## src/sv/ppc_pkg.sv

```systemverilog
package ppc_pkg;

  // Sizes of the vertex store and the output budget.
  localparam int MAX_VERTICES = 32;
  localparam int EXTRA_OUTPUT = 4;
  localparam int IDX_W        = $clog2(MAX_VERTICES);
  localparam int CNT_W        = 6;
  localparam int EMIT_W       = 7;
  localparam int ADDR_W       = IDX_W + 1;

  // Vertex classes.
  localparam logic [1:0] CL_FRONT = 2'd0;
  localparam logic [1:0] CL_BACK  = 2'd1;
  localparam logic [1:0] CL_ON    = 2'd2;

  // Polygon outcome codes.
  localparam logic [2:0] OC_CLIPPED   = 3'd0;
  localparam logic [2:0] OC_UNCHANGED = 3'd1;
  localparam logic [2:0] OC_AWAY      = 3'd2;
  localparam logic [2:0] OC_ON_PLANE  = 3'd3;
  localparam logic [2:0] OC_OVERFLOW  = 3'd4;

  // Configuration register indexes.
  localparam logic [2:0] REG_NORM_X    = 3'd0;
  localparam logic [2:0] REG_NORM_Y    = 3'd1;
  localparam logic [2:0] REG_NORM_Z    = 3'd2;
  localparam logic [2:0] REG_OFFSET    = 3'd3;
  localparam logic [2:0] REG_TOLERANCE = 3'd4;

  localparam logic signed [39:0] POS40          = 40'sh7F_FFFF_FFFF;
  localparam logic signed [39:0] NEG40          = 40'sh80_0000_0000;
  localparam logic signed [17:0] NORM_ONE       = 18'sd65536;
  localparam logic signed [17:0] NORM_MINUS_ONE = -18'sd65536;

  typedef struct packed {
    logic signed [39:0] vertex_x;
    logic signed [39:0] vertex_y;
    logic signed [39:0] vertex_z;
    logic signed [39:0] tex_s;
    logic signed [39:0] tex_t;
    logic               last_vertex;
  } in_vertex_t;

  typedef struct packed {
    logic signed [39:0] out_x;
    logic signed [39:0] out_y;
    logic signed [39:0] out_z;
    logic signed [39:0] out_s;
    logic signed [39:0] out_t;
    logic               vertex_valid;
    logic [2:0]         outcome;
    logic               last_result;
  } out_result_t;

  typedef struct packed {
    logic signed [17:0] norm_x;
    logic signed [17:0] norm_y;
    logic signed [17:0] norm_z;
    logic signed [39:0] offset;
    logic [16:0]        tol;
  } plane_t;

  // One stored vertex with its distance and class.
  typedef struct packed {
    logic signed [39:0] x;
    logic signed [39:0] y;
    logic signed [39:0] z;
    logic signed [39:0] s;
    logic signed [39:0] t;
    logic signed [39:0] d;
    logic [1:0]         cls;
  } entry_t;

  typedef struct packed {
    logic              we;
    logic [ADDR_W-1:0] addr;
    entry_t            entry;
  } mem_wr_t;

  // Summary of one loaded polygon, handed from the front to the back end.
  typedef struct packed {
    logic              bank;
    logic [CNT_W-1:0]  n;
    logic [2:0]        oc;
    logic [EMIT_W-1:0] cnt;
  } desc_t;

  typedef struct packed {
    logic en;
    logic bank;
  } bank_free_t;

  // Saturate a wide signed value to 40 bits.
  function automatic logic signed [39:0] sat40(input logic signed [43:0] v);
    logic signed [39:0] r;
    if (v > 44'(POS40)) begin
      r = POS40;
    end else if (v < 44'(NEG40)) begin
      r = NEG40;
    end else begin
      r = v[39:0];
    end
    return r;
  endfunction

endpackage

```

## src/sv/ppc_queue.sv

```systemverilog
module ppc_queue (
  input  logic           clk,
  input  logic           rst_n,
  input  logic           push,
  input  ppc_pkg::desc_t push_desc,
  input  logic           pop,
  output logic           head_valid,
  output ppc_pkg::desc_t head_desc
);

  ppc_pkg::desc_t ent_r [2];
  logic       wp_r, rp_r;
  logic [1:0] fill_r;

  assign head_valid = (fill_r != 2'd0);
  assign head_desc  = ent_r[rp_r];

  // Two-entry descriptor FIFO; at most two polygons own a store bank.
  always_ff @(posedge clk) begin
    if (!rst_n) begin
      wp_r   <= 1'b0;
      rp_r   <= 1'b0;
      fill_r <= 2'd0;
    end else begin
      if (push) begin
        wp_r <= ~wp_r;
      end
      if (pop) begin
        rp_r <= ~rp_r;
      end
      fill_r <= fill_r + {1'b0, push} - {1'b0, pop};
    end
  end

  always_ff @(posedge clk) begin
    if (push) begin
      ent_r[wp_r] <= push_desc;
    end
  end

endmodule

```

## config.mk

```make
export PLATFORM = sky130hd
export DESIGN_NAME = ppc_queue
export DESIGN_NICKNAME = d
export VERILOG_FILES = /design/src/sv/ppc_pkg.sv /design/src/sv/ppc_queue.sv
export SDC_FILE = /design/constraint.sdc
export NUM_CORES = 1
export LEC_CHECK = 0
export ABC_AREA = 1
export BUFFER_PORTS_ARGS = -buffer_cell sky130_fd_sc_hd__buf_2
export CORE_MARGIN = 2
export CORE_UTILIZATION = 45
export DETAILED_ROUTE_END_ITERATION = 8
export PLACE_DENSITY = 0.78
export SYNTH_ARGS = -nofsm -noshare
export SYNTH_HDL_FRONTEND = slang
export SYNTH_SLANG_ARGS = --single-unit
```

## constraint.sdc

```tcl
create_clock -name clk -period 2.6 [get_ports clk]
set_input_delay 0.26 -clock clk [delete_from_list [all_inputs] [get_ports clk]]
set_output_delay 0.26 -clock clk [all_outputs]
set_load 0.02 [all_outputs]
```

## Word-level counts from Yosys, hierarchy flattened

Memories as Yosys holds them, arrays and structs flattened. A register that Yosys moved wholly into a read port is not among the register bits.
Index checks and enable logic that the tools add are counted.

| word-level totals | value |
|---|---|
| register bits after elaboration | 4 |
| latch bits | 0 |
| RAM bits | 34 |
| memory bits (read-only) | 0 |
| input port bits | 21 |
| output and inout port bits | 18 |
| logic and storage cells | 13 |
| memories | 1 |

| operators by class | value |
|---|---|
| $add $sub $neg | 2 |
| $mul | 0 |
| divide/modulo/power cells | 0 |
| $lt $le $gt $ge | 0 |
| equality and inequality tests | 0 |
| shift-type cells | 0 |
| muxes and demuxes | 4 |
| bitwise gates (word level) | 2 |
| reduce and logical (&&, ||, !) cells | 1 |

Memories:

| name | words | width | read ports | clocked after Yosys merged registers in | write ports | RTL line | RTL |
|---|---|---|---|---|---|---|---|
| ent_r | 2 | 17 | 1 | 1 | 1 | ppc_queue.sv:11 | `ppc_pkg::desc_t ent_r [2];` |

Operators with widths:

| kind | number |
|---|---|
| two-way mux 1 bit | 4 |
| adder 2 x 1 -> 2 bit | 1 |
| inverter 1 bit | 2 |
| nonzero test 2 bit | 1 |
| subtractor 2 x 1 -> 2 bit | 1 |

## Depth between registers and ports, before layout

| logic depth | value |
|---|---|
| depth in word-level cells | 3 |
| gate-level depth with buffers | 9 |
| depth with buffers taken out | 9 |

## Worst setup path before layout

Ideal clock, no wire load.

| path | value |
|---|---|
| path type | register to register |
| start point | register wp_r |
| end point | memory ent_r[0][0] (netlist name) (enable) |
| library setup time | 391 ps |
| arrival time | 1059 ps |
| required time | 2209 ps |
| path slack | 1150 ps |
| cell stages (with the launch flop) | 2 |
| path buffers | 0 |
| period minus slack after synthesis | 1450 ps |
| cells stage by stage | dfxtp_1 > nor2_1 |

RTL lines:

| element | RTL line | RTL |
|---|---|---|
| start, declared | ppc_queue.sv:12 | `logic wp_r, rp_r;` |
| start signal, assigned | ppc_queue.sv:26 | `wp_r <= ~wp_r;` |
| end, declared | ppc_queue.sv:11 |  |

Straight into the memory's write port.

==> summary.md <==
| Metric | Value |
|---|---|
| Post-CTS sizing | 0 |
| Synthesis-stage register bit count | 39 |
| Syn nets | 108 |
| Ys flop type | edfxtp_1 |
| Gr usage total | 0.124 |
| Setup Buffers After CTS | 0 |
| Biggest area consumer among synthesized cells | edfxtp_1 |
| Worst slew pin tran | 0.653 ns |
| Post-synth EDFFs | 34 |
| Final std cells w/o fill | 174 |
| Max-slew headroom | 0.564 |
| Critical Path AT | 1.64 ns |
| Crit Path Class | register to output pin |
| Chip Height | roughly 60 um |
| Clock transition at path regs | 0.10 ns |
| TritonRoute pass-1 iters | 4 |
| Grt total ovfl | 0 |
| CP max stage cell | dfxtp_1 |
| Max cap viols | 0 |
| Yosys warning count | 0 |
| Antenna viol nets, final | 0 |
| Rows | 20 |
| Pin count of the biggest net entering global routing | 18 |
| Top area cells in the synthesized netlist | edfxtp_1 68%, mux2_4 10%, dfxtp_1 6.7% |
| Synth top area share | 0.679 |
| Fin. max-slew vios | 0 |
| Worst-path cell chain | buf_4 -> mux2_2 -> buf_2 |
| Post-route setup slack | 0.701 ns |
| CTS buffer count | 5 |
| Met1 GRT Util | 0.107 |
| N_diodes | 0 |
| Chip width | 61.8 um |
| Initial antenna violation count | 0 |
| Setup slack at placement | 1.03 ns |
| Final setup violation count | 0 |
| Detailed Place HPWL | 1660 um |
| Async set-reset flop share out of synthesis | 0 |
| Final wirelength | 2190 um |
| VDD IR-drop max | 0.390 mV |
| Met2 usage | 0.221 |
| Nets | 153 |
| Final hold vios | 0 |
| Placed cell count | between 150 and 200 |
| Post-Syn Instances | 85 |
| Wire per inst | 12.6 um |
| Initial DRC count | 18 |
| Worst-path maximum fanout | 11 |
| Commonest cells post-synth | 34 x edfxtp_1, 10 x mux2_4, 9 x nand2_1 |
| DRC | 0 |
| Crit. End Element | output pin |
| Via count | 808 |
| Mapped Area | 0.00150 mm^2 |
| CTS Root Cell | clkbuf_4 |
| Number of global-route vias before repair | approximately 790 |
| Clock skew | roughly 0.0088 ns |
| Crit path buf inv count | 2 |
| Vias per cell | 4.64 |
| Status | completed |
| CTS Sinks | 39 |
| Synth Area per Inst | 17.7 um^2 |
| Library cells used by synthesis | 12 |
| Core area | 0.00310 mm^2 |
| Layout cell share with drive strength beyond 1 | 0.485 |
| CP max stage delay | 0.49 ns |
| PD cells | roughly 660 mW/mm^2 |
| Worst Hold Class | primary input to register |
| GR peak layer | met2 |
| P&R area growth vs syn | 18.3% |
| Met3 global-route usage | 0.0683 |
| Seq/Total Area, Yosys | 0.746 |
| GP Congestion | 0.683 |
| Top-count cell post-synth | edfxtp_1 |
| I/O pin cnt | 39 |
| Initial core utilization | 0.484 |
| PortBufs | 38 |
| Maximum clock frequency | 527 MHz |
| CP startpoint kind | register |
| P_leak | ~0.74 nW |
| Pwr Total | 1.17 mW |
| Die ar. | roughly 0.0038 mm^2 |
| First-pass GRT wire length | 3130 um |
| Clk buf depth | 2 |
| H-Tree Depth | 2 |
| Setup TNS | 0 ns |
| Min Tclk post-route | 1.90 ns |
| Clock Latency Late Sink | 0.33 ns |
| Req. time, crit path | 2.34 ns |
| TritonCTS clock tree | done |
| # hold bufs at CTS | 0 |
| CP top delay family | flip-flops |
| Unrepaired setup endpoints after global routing | false |
| Crit share post-route | 0.730 |
==> sequential cells by signal, summed over array words and instances, names as in the netlist, named ones only <==
signal	count
ent_r	34
fill_r	2
rp_r	1
wp_r	1
==> cells in the final DEF (no fill, tap or decap) <==
master / instances
inv_1: 7
edfxtp_1: 34
ha_1: 2
clkbuf_4: 5
mux2_2: 7
nor2_1: 7
dfxtp_1: 5
buf_4: 2
nand3_1: 1
mux2_4: 10
nand2_1: 9
buf_2: 38
clkinv_1: 1
clkinv_2: 1
a21oi_1: 1
==> report_power, final <==
part	total, mW	switching [mW]	internal (mW)
Clock	0.264	0.169	0.0957
Combinational	0.170	0.0957	0.0745
Sequential	0.732	0.0118	0.720
Total	1.17	0.276	0.890
==> metal layers <==
layer | part of all wire | vias to the layer above
met4 | 0.019 | 0
met5 | 0 | -
met3 | 0.085 | 5
met1 | 0.34 | 379
met2 | 0.55 | 29
li1 | - | 395
==> cell type report <==
class,count,area [um^2]
Fill cell,262,1330
Sequential cell,39,1120
Multi-Input combinational cell,37,324
Timing Repair Buffer,40,205
Tap cell,44,55.1
Clock buffer,5,37.5
Inverter,7,26.3
Clock inverter,2,8.76
==> final timing paths <==
path / endpoint / start / cells past startpoint / slack (ns)
worst max-delay path: head_desc[1] / register / 3 / 0.70
worst min-delay path: ent_r[1][2]$_DFFE_PP_ / push_desc[2] / 1 / 0.11
worst max register to register: ent_r[0][12]$_DFFE_PP_ / wp_r$_SDFFE_PN0P_ / 2 / 1.21
worst min register to register: rp_r$_SDFFE_PN0P_ / rp_r$_SDFFE_PN0P_ / 2 / 0.51
==> logic make-up (layout without fill, tap and decap cells) <==
group           count (synthesis)  after routing  synth area share
flops                          39             39             0.746
mux                            17             17             0.152
simple gates                   17             17            0.0433
fa+ha+maj                       2              2            0.0167
buf+inv                         9             54            0.0383
compound gates                  1              1           0.00333
==> metrics by stage <==
| stage | hold WS [ns] | utilization | instance area, um^2 |
|---|---|---|---|
| 3_5_place_dp | 0.451 | 0.558 | 1730 |
| 2_1_floorplan | 0.353 | - | 1500 |
| 4_1_cts | 0.0960 | 0.573 | 1780 |
| 6_report | 0.110 | 0.573 | 1780 |
| 5_1_grt | 0.0807 | 0.573 | 1780 |
| 3_3_place_gp | 0.450 | 0.558 | 1730 |
(Power assumes the default switching activity.)
